[config.mk]
export PLATFORM = sky130hd
export DESIGN_NAME = run_length_region_features_top
export DESIGN_NICKNAME = d
export VERILOG_FILES = /design/src/hdl/rlrf_pkg.sv /design/src/hdl/rlrf_acc.sv /design/src/hdl/rlrf_div.sv /design/src/hdl/run_length_region_features_top.sv
export SDC_FILE = /design/constraint.sdc
export NUM_CORES = 2
export LEC_CHECK = 0
export ABC_AREA = 1
export BUFFER_PORTS_ARGS = -buffer_cell sky130_fd_sc_hd__buf_2
export CORE_MARGIN = 8
export CORE_UTILIZATION = 58
export CTS_CLUSTER_DIAMETER = 200
export CTS_CLUSTER_SIZE = 8
export DETAILED_ROUTE_END_ITERATION = 16
export GPL_TIMING_DRIVEN = 0
export PLACE_DENSITY_LB_ADDON = 0.12
export SETUP_SLACK_MARGIN = 0.4
export SYNTH_ARGS = -nofsm -noshare
export SYNTH_HDL_FRONTEND = slang
export SYNTH_SLANG_ARGS = --single-unit
[constraint.sdc]
create_clock -name clk -period 13.87 [get_ports clk]
set_input_delay 2.0805 -clock clk [delete_from_list [all_inputs] [get_ports clk]]
set_output_delay 2.0805 -clock clk [all_outputs]
set_load 0.02 [all_outputs]
[src/hdl/rlrf_pkg.sv]
package rlrf_pkg;

  localparam int unsigned MAX_COLUMNS_DEF = 4096;
  localparam int unsigned MAX_ROWS_DEF    = 4096;
  localparam int unsigned FRAC_BITS_DEF   = 8;

  localparam int ROW_W  = 12;
  localparam int COL_W  = 12;
  localparam int END_W  = 13;
  localparam int AREA_W = 25;
  localparam int CSUM_W = 38;
  localparam int RSUM_W = 37;
  localparam int CENT_W = 20;
  localparam int BOX_W  = 13;
  localparam int DVS_W  = AREA_W + 1;

  typedef logic [ROW_W-1:0]  row_t;
  typedef logic [COL_W-1:0]  col_t;
  typedef logic [END_W-1:0]  end_t;
  typedef logic [AREA_W-1:0] area_t;
  typedef logic [CSUM_W-1:0] csum_t;
  typedef logic [RSUM_W-1:0] rsum_t;
  typedef logic [CENT_W-1:0] cent_t;
  typedef logic [BOX_W-1:0]  box_t;
  typedef logic [DVS_W-1:0]  dvs_t;

  typedef struct packed {
    row_t run_row;
    col_t run_col_first;
    end_t run_col_end;
    logic last_of_region;
  } run_req_t;

  typedef struct packed {
    area_t region_area;
    cent_t centroid_col;
    cent_t centroid_row;
    col_t  box_left;
    row_t  box_top;
    box_t  box_width;
    box_t  box_height;
  } result_t;

  typedef struct packed {
    area_t area;
    csum_t csum;
    rsum_t rsum;
    row_t  min_row;
    row_t  max_row;
    col_t  min_col;
    end_t  max_col_end;
  } acc_t;

  typedef struct packed {
    logic add;
    logic clear;
  } acc_ctl_t;

  typedef struct packed {
    logic busy;
    logic done;
  } div_stat_t;

  typedef enum logic [2:0] {
    ST_IDLE,
    ST_ACC,
    ST_COL_GO,
    ST_COL,
    ST_ROW,
    ST_EMIT
  } state_t;

endpackage

[src/hdl/rlrf_acc.sv]
module rlrf_acc #(
  parameter int unsigned MAX_COLUMNS = rlrf_pkg::MAX_COLUMNS_DEF,
  parameter int unsigned MAX_ROWS    = rlrf_pkg::MAX_ROWS_DEF
) (
  input  logic               clk,
  input  logic               rst_n,
  input  rlrf_pkg::acc_ctl_t ctl,
  input  rlrf_pkg::run_req_t run,
  output rlrf_pkg::acc_t     acc
);

  localparam int unsigned RowLim = MAX_ROWS - 1;
  localparam int unsigned ColLim = MAX_COLUMNS - 1;
  localparam int unsigned EndLim = MAX_COLUMNS;
  localparam int AW = rlrf_pkg::AREA_W;
  localparam int CW = rlrf_pkg::CSUM_W;
  localparam int RW = rlrf_pkg::RSUM_W;
  localparam int EW = rlrf_pkg::END_W;

  rlrf_pkg::acc_t acc_r, acc_nxt;
  rlrf_pkg::row_t row;
  rlrf_pkg::col_t cb;
  rlrf_pkg::end_t ce;
  rlrf_pkg::end_t len;
  logic [EW:0]      cterm;
  logic [2*EW:0]    cprod;
  logic [2*EW-2:0]  rprod;
  logic [AW:0]      area_s;
  logic [CW:0]      csum_s;
  logic [RW:0]      rsum_s;

  // clamp coordinates, then run length and the two weighted terms
  always_comb begin
    row = (32'(run.run_row) > RowLim) ? rlrf_pkg::row_t'(RowLim) : run.run_row;
    cb  = (32'(run.run_col_first) > ColLim) ? rlrf_pkg::col_t'(ColLim) : run.run_col_first;
    ce  = (32'(run.run_col_end) > EndLim) ? rlrf_pkg::end_t'(EndLim) : run.run_col_end;
    len = (ce > {1'b0, cb}) ? (ce - {1'b0, cb}) : '0;
    // doubled center column of each pixel summed over the run
    cterm = {1'b0, ce} + {2'b00, cb} - {{EW{1'b0}}, 1'b1};
    cprod = cterm * len;
    rprod = row * len;
    area_s = {1'b0, acc_r.area} + {{(AW + 1 - EW){1'b0}}, len};
    csum_s = {1'b0, acc_r.csum} + {{(CW - 2 * EW){1'b0}}, cprod};
    rsum_s = {1'b0, acc_r.rsum} + {{(RW + 2 - 2 * EW){1'b0}}, rprod};
  end

  always_comb begin
    acc_nxt = acc_r;
    if (ctl.clear) begin
      acc_nxt = '{area: '0, csum: '0, rsum: '0, min_row: '1, max_row: '0,
                  min_col: '1, max_col_end: '0};
    end else if (ctl.add) begin
      acc_nxt.area = area_s[AW] ? '1 : area_s[AW-1:0];
      acc_nxt.csum = csum_s[CW] ? '1 : csum_s[CW-1:0];
      acc_nxt.rsum = rsum_s[RW] ? '1 : rsum_s[RW-1:0];
      if (row < acc_r.min_row)     acc_nxt.min_row = row;
      if (row > acc_r.max_row)     acc_nxt.max_row = row;
      if (cb < acc_r.min_col)      acc_nxt.min_col = cb;
      if (ce > acc_r.max_col_end)  acc_nxt.max_col_end = ce;
    end
  end

  always_ff @(posedge clk) begin
    if (!rst_n) begin
      acc_r <= '{area: '0, csum: '0, rsum: '0, min_row: '1, max_row: '0,
                 min_col: '1, max_col_end: '0};
    end else begin
      acc_r <= acc_nxt;
    end
  end

  assign acc = acc_r;

endmodule

[src/hdl/rlrf_div.sv]
module rlrf_div #(
  parameter int DVD_W = rlrf_pkg::CSUM_W + rlrf_pkg::FRAC_BITS_DEF
) (
  input  logic                clk,
  input  logic                rst_n,
  input  logic                start,
  input  logic [DVD_W-1:0]    dividend,
  input  rlrf_pkg::dvs_t      divisor,
  output rlrf_pkg::div_stat_t stat,
  output rlrf_pkg::cent_t     quot
);

  localparam int QW    = rlrf_pkg::CENT_W;
  localparam int VW    = rlrf_pkg::DVS_W;
  localparam int HW    = DVD_W - QW;
  localparam int XW    = (HW > VW) ? HW : VW;
  localparam int CNT_W = $clog2(QW + 1);

  logic             busy_r, done_r;
  logic [CNT_W-1:0] cnt_r;
  logic [VW-1:0]    rem_r;
  logic [QW-1:0]    low_r;
  logic [VW-1:0]    dvs_r;
  logic [QW-1:0]    q_r;
  logic [XW-1:0]    hi_ext, dvs_ext;
  logic [VW:0]      trial, diff;
  logic             ge, zero_dvs, ovf;

  always_comb begin
    hi_ext   = XW'(dividend[DVD_W-1:QW]);
    dvs_ext  = XW'(divisor);
    zero_dvs = (divisor == '0);
    // quotient needs more than QW bits: saturate
    ovf      = (hi_ext >= dvs_ext);
    trial    = {rem_r, low_r[QW-1]};
    diff     = trial - {1'b0, dvs_r};
    ge       = (trial >= {1'b0, dvs_r});
  end

  always_ff @(posedge clk) begin
    if (!rst_n) begin
      busy_r <= 1'b0;
      done_r <= 1'b0;
      cnt_r  <= '0;
    end else begin
      done_r <= 1'b0;
      if (start) begin
        if (zero_dvs || ovf) begin
          done_r <= 1'b1;
        end else begin
          busy_r <= 1'b1;
          cnt_r  <= CNT_W'(QW);
        end
      end else if (busy_r) begin
        cnt_r <= cnt_r - {{(CNT_W-1){1'b0}}, 1'b1};
        if (cnt_r == {{(CNT_W-1){1'b0}}, 1'b1}) begin
          busy_r <= 1'b0;
          done_r <= 1'b1;
        end
      end
    end
  end

  // one quotient bit per cycle, restoring
  always_ff @(posedge clk) begin
    if (start) begin
      if (zero_dvs) begin
        q_r <= '0;
      end else if (ovf) begin
        q_r <= '1;
      end else begin
        q_r   <= '0;
        rem_r <= hi_ext[VW-1:0];
        low_r <= dividend[QW-1:0];
        dvs_r <= divisor;
      end
    end else if (busy_r) begin
      rem_r <= ge ? diff[VW-1:0] : trial[VW-1:0];
      low_r <= {low_r[QW-2:0], 1'b0};
      q_r   <= {q_r[QW-2:0], ge};
    end
  end

  assign stat.busy = busy_r;
  assign stat.done = done_r;
  assign quot      = q_r;

endmodule

[src/hdl/run_length_region_features_top.sv]
// Run-length region features.
// Input channel (in_valid/in_ready/in_data): one run request per region piece,
// with row, first column, exclusive end column and a last-of-region flag.
// Result channel (out_valid/out_ready/out_data): one request per finished
// region with area, centroid (FRAC_BITS fraction bits) and bounding box.
// A run is accepted in the idle step, then added in the accumulate step through
// the 14x13 product/saturating-add datapath; in_ready is low during the
// accumulate step, so the next run waits until the previous one is added.
// Last run of a region: after accumulation both centroids go through one
// shared bit-serial divider, column first, then row, one quotient bit per
// cycle (the bit loop is skipped when the area is zero or the quotient
// saturates). out_valid rises once the emit step loads the result; in_ready
// stays low until then.
// The result sits in an output register; new runs are taken while it waits.
// If the register is still full when the next region finishes, the block
// holds in its emit step until out_ready frees it.
// Reset (rst_n low, synchronous) clears the accumulators and out_valid.
module run_length_region_features_top #(
  parameter int unsigned MAX_COLUMNS = rlrf_pkg::MAX_COLUMNS_DEF,
  parameter int unsigned MAX_ROWS    = rlrf_pkg::MAX_ROWS_DEF,
  parameter int unsigned FRAC_BITS   = rlrf_pkg::FRAC_BITS_DEF
) (
  input  logic               clk,
  input  logic               rst_n,
  input  logic               in_valid,
  output logic               in_ready,
  input  rlrf_pkg::run_req_t in_data,
  output logic               out_valid,
  input  logic               out_ready,
  output rlrf_pkg::result_t  out_data
);

  localparam int DvdW = rlrf_pkg::CSUM_W + FRAC_BITS;

  rlrf_pkg::state_t    state_r, state_nxt;
  rlrf_pkg::run_req_t  run_r;
  rlrf_pkg::acc_ctl_t  acc_ctl;
  rlrf_pkg::acc_t      acc;
  rlrf_pkg::div_stat_t div_stat;
  rlrf_pkg::cent_t     quot;
  rlrf_pkg::cent_t     cc_r, cr_r;
  rlrf_pkg::result_t   out_r, res;
  logic                out_valid_r;
  logic                div_start, sel_row, cap_col, cap_row, load;
  logic [DvdW-1:0]     dividend;
  rlrf_pkg::dvs_t      divisor;

  rlrf_acc #(
    .MAX_COLUMNS (MAX_COLUMNS),
    .MAX_ROWS    (MAX_ROWS)
  ) u_acc (
    .clk   (clk),
    .rst_n (rst_n),
    .ctl   (acc_ctl),
    .run   (run_r),
    .acc   (acc)
  );

  // col centroid divides by twice the area (column sum is doubled)
  always_comb begin
    if (sel_row) begin
      dividend = DvdW'(acc.rsum) << FRAC_BITS;
      divisor  = {1'b0, acc.area};
    end else begin
      dividend = DvdW'(acc.csum) << FRAC_BITS;
      divisor  = {acc.area, 1'b0};
    end
  end

  rlrf_div #(
    .DVD_W (DvdW)
  ) u_div (
    .clk      (clk),
    .rst_n    (rst_n),
    .start    (div_start),
    .dividend (dividend),
    .divisor  (divisor),
    .stat     (div_stat),
    .quot     (quot)
  );

  // sequencer: next state
  always_comb begin
    state_nxt = state_r;
    case (state_r)
      rlrf_pkg::ST_IDLE:   if (in_valid) state_nxt = rlrf_pkg::ST_ACC;
      rlrf_pkg::ST_ACC:    state_nxt = run_r.last_of_region ? rlrf_pkg::ST_COL_GO
                                                            : rlrf_pkg::ST_IDLE;
      rlrf_pkg::ST_COL_GO: state_nxt = rlrf_pkg::ST_COL;
      rlrf_pkg::ST_COL:    if (div_stat.done) state_nxt = rlrf_pkg::ST_ROW;
      rlrf_pkg::ST_ROW:    if (div_stat.done) state_nxt = rlrf_pkg::ST_EMIT;
      rlrf_pkg::ST_EMIT:   if (!out_valid_r || out_ready) state_nxt = rlrf_pkg::ST_IDLE;
      default:             state_nxt = rlrf_pkg::ST_IDLE;
    endcase
  end

  // sequencer: outputs
  always_comb begin
    in_ready      = 1'b0;
    acc_ctl.add   = 1'b0;
    acc_ctl.clear = 1'b0;
    div_start     = 1'b0;
    sel_row       = 1'b0;
    cap_col       = 1'b0;
    cap_row       = 1'b0;
    load          = 1'b0;
    case (state_r)
      rlrf_pkg::ST_IDLE:   in_ready = 1'b1;
      rlrf_pkg::ST_ACC:    acc_ctl.add = 1'b1;
      rlrf_pkg::ST_COL_GO: div_start = 1'b1;
      rlrf_pkg::ST_COL: begin
        // row division starts the cycle the column quotient lands
        sel_row   = 1'b1;
        cap_col   = div_stat.done;
        div_start = div_stat.done;
      end
      rlrf_pkg::ST_ROW:    cap_row = div_stat.done;
      rlrf_pkg::ST_EMIT: begin
        load          = !out_valid_r || out_ready;
        acc_ctl.clear = !out_valid_r || out_ready;
      end
      default: ;
    endcase
  end

  always_comb begin
    res.region_area  = acc.area;
    res.centroid_col = cc_r;
    res.centroid_row = cr_r;
    res.box_left     = acc.min_col;
    res.box_top      = acc.min_row;
    res.box_width    = (acc.max_col_end > {1'b0, acc.min_col})
                       ? (acc.max_col_end - {1'b0, acc.min_col}) : '0;
    res.box_height   = (acc.max_row >= acc.min_row)
                       ? ({1'b0, acc.max_row} - {1'b0, acc.min_row} + 13'd1) : '0;
  end

  always_ff @(posedge clk) begin
    if (!rst_n) begin
      state_r     <= rlrf_pkg::ST_IDLE;
      out_valid_r <= 1'b0;
    end else begin
      state_r <= state_nxt;
      if (load)           out_valid_r <= 1'b1;
      else if (out_ready) out_valid_r <= 1'b0;
    end
  end

  always_ff @(posedge clk) begin
    if (in_valid && in_ready) run_r <= in_data;
    if (cap_col)              cc_r  <= quot;
    if (cap_row)              cr_r  <= quot;
    if (load)                 out_r <= res;
  end

  assign out_valid = out_valid_r;
  assign out_data  = out_r;

  a_div_idle_on_start: assert property (@(posedge clk) disable iff (!rst_n)
    div_start |-> !div_stat.busy)
    else $error("divider started while busy");

  a_clear_returns_idle: assert property (@(posedge clk) disable iff (!rst_n)
    acc_ctl.clear |=> state_r == rlrf_pkg::ST_IDLE)
    else $error("accumulator clear not followed by idle");

  a_result_from_emit: assert property (@(posedge clk) disable iff (!rst_n)
    $rose(out_valid_r) |-> $past(state_r == rlrf_pkg::ST_EMIT))
    else $error("result raised outside emit step");

endmodule

==> results.yml <==
global_routing:
  antenna_found_initial: 0
  grt_max_degree: 39
  grt_overflow: 0
  grt_pass1_wl_um: 167000
  grt_pass1_vias: 30100
  grt_usage_pct: 28.9
clock_tree:
  cts_max_level: 2
  clock_sinks: 437
  root_buffer: "clkbuf_16"
  clock_path_buffers: 3
  cts_resized: 0
  ctsHoldBuffers: 0
  clock_latency_ns: 0.64
  clkTransAtPathRegs_ns: 0.05
  cts_setup_buffers: 0
  tritoncts: "yes"
  numCtsBuffers: 60
sta:
  relSlewSlack_pct: 27.4
  rsz0062_at_grt: "no"
  skew_ns: 0.0282
  setup_viol: 0
  maxSlewViolCount: 0
  tns_ns: 0
  period_share_pct: 68.3
  finalHoldViolCount: 0
  worst_pin_slew_ns: 1.09
  period_needed_ns: 9.47
  fmax_ghz: 0.106
detailed_routing:
  wl_met3_um: 8930
  drt_iter0_markers: 2628
  wl_per_cell_um: 18.8
  drc_errors: 0
  via_per_inst: 5.49
  num_vias: 31200
  totalWireLength_um: 107000
  routed-wl-met2_um: 48700
  wl_met1_um: 46300
  ant_nets: 0
  dr.pass1.iters: 8
  top_layer: "met4"
floorplan:
  io_pins: 159
  initial_core_util_pct: 58.2
  dieArea_um2: 72600
  die_h_um: 269
  rows: 93
  die_w_um: 269
  core_region_area_um2: 64000
critical_path:
  slowest_stage: "fa_1"
  critPathArrivalTime_ns: 10.01
  reg2regPathDepth: 39
  cp_max_fo: 10
  crit_family: "adder cells"
  cp.required_ns: 14.42
  startpoint_type: "register"
  worstReg2RegEnd: "u_acc.acc[92]"
  critPathMaxStageDelay_ns: 0.64
  critPathBufInv: 9
  r2r_slack_ns: 4.40
  r2r-start: "run_r[9]"
  critical_path_class: "register to register"
  startpoint: "run_r[9]"
  end_kind: "register"
min_path:
  worstHoldPathCells: 0
  hp-class: "register to register"
  hold_path_startpoint: "cr_r[7]"
  holdPathEnd: "out_data[57]"
synth:
  yosysTopAreaCell: "edfxtp_1"
  synth_edf_count: 277
  async_flop_share_pct: 0
  synth_top_flop_cell: "edfxtp_1"
  seq_area_frac_synth_pct: 30.9
  synth_top_area_share_pct: 22.3
  netlist_instances: 4560
  netlist_area_um2: 37300
  ys_warn_count: 0
  ys_types: 52
  synth_seq_cells: 437
  syn_area_per_cell_um2: 8.17
  syn-num-nets: 5250
  synth.area.top_cells: "edfxtp_1 22%, fa_1 16%, ha_1 12%, nand2_1 10%, dfxtp_1 8.6%"
placed_design:
  portBuffers: 158
  gp_congestion: 0.960
  dpl.hpwl_um: 86900
outcome:
  status: "finished clean"
final_layout:
  drive_above_1_share_pct: 7.66
  fillers: 5756
  nets: 5476
  layout_common_cells: "1,021 x nand2_1, 852 x inv_1, 417 x nor2_1, 346 x ha_1, 302 x fa_1"
  syn2layout_area_growth_pct: 10.1
  layout_commonest_cell: "nand2_1"
  n_antenna_cell: 0
job:
  maxCapViolations: 0
-- cells in the mapped netlist (2+ instances only) --
library cell and instances:
a21oi_2 2, o211ai_1 11, xor2_1 50, nor2_1 420, nand4_1 23, a21boi_0 6
dfxtp_1 160, o21ai_1 11, o21a_1 4, nor2_4 2, o22ai_1 2, clkbuf_1 45
edfxtp_1 277, clkinv_1 3, nand3_1 188, a211oi_1 6, nand2_2 13, buf_2 39
a31oi_1 28, o21ai_0 221, buf_4 22, or2_2 18, and2_1 5, nor4_1 12
a21o_1 15, nand3b_1 7, inv_2 16, nand2_1 1021, a21oi_1 288, xnor2_1 52
fa_1 302, nor3_1 40, o31ai_1 2, nand3_2 5, inv_1 853, ha_1 346
o21bai_1 19, nor2_2 6, buf_6 7
-- sequential cells by signal, summed over array words and instances, names as in the netlist --
signal,flops
cc_r,20
cr_r,20
out_data,115
out_valid,1
run_r,38
state_r,3
u_acc.acc,149
u_div.busy_r,1
u_div.cnt_r,5
u_div.done_r,1
u_div.dvs_r,26
u_div.low_r,12
u_div.quot,20
u_div.rem_r,26
-- layout make-up --
class                   count  area (µm²)  share of cell area [%]
multi-input cells        3137       21900                    53.3
repair buffers            164         905                    2.21
clock inverters             4        81.3                   0.198
clock buffers             104        1670                    4.07
well taps                 855        1070                    2.61
flip-flops and latches    437       11500                    28.1
plain buffers             114         612                    1.49
inverters                 872        3270                    7.98
-- worst max path at each step --
| stage | cells after the start | slack, ns | to |
|---|---|---|---|
| final | 39 | 4.40 | u_acc.acc[92] |
| after global routing | 39 | 3.76 | u_acc.acc[92] |
| after CTS | 37 | 4.51 | u_acc.acc[108] |
| after detailed placement | 37 | 4.57 | u_acc.acc[102] |
| after global placement | 7 | 1.78 | u_acc.acc[122] |
| after floorplan | 7 | 5.44 | u_acc.acc[106] |
-- through the flow --
step	utilization (%)	hold WS, ns	worst slack, ns	instances	area [µm²]
2_1_floorplan	-	0.400	5.44	4560	37300
3_3_place_gp	61.1	0.401	1.78	5573	39100
3_5_place_dp	61.3	0.405	4.57	5579	39200
4_1_cts	64.1	0.409	4.51	5687	41000
5_1_grt	64.1	0.421	3.76	5687	41000
6_report	64.1	0.407	4.40	5687	41000
-- layer usage --
metal  vias to the layer above  global-route usage, %
li1                      14900                      -
met2                      1125                   46.3
met3                       167                   4.89
met4                         0                   8.16
met5                         -                      0
met1                     15000                   40.3
-- worst register-to-register path: cells and delay by family (launching register included) --
family	cells	cell delay (ns)
flops	1	0.41
fa+ha+maj	9	4.09
buf+inv	9	1.14
compound gates	6	1.13
xor+xnor	1	0.63
simple gates	14	1.98
-- cell families after synthesis --
family	share of synthesized area (%)
flops	30.9
other cells	0.0101
buf+inv	10.4
xor+xnor	2.40
simple gates	19.4
compound gates	9.01
fa+ha+maj	27.9
Power is left out: the tool's default activity adds up to more than one toggle a clock period on the data nets, which glitch-free logic cannot reach.
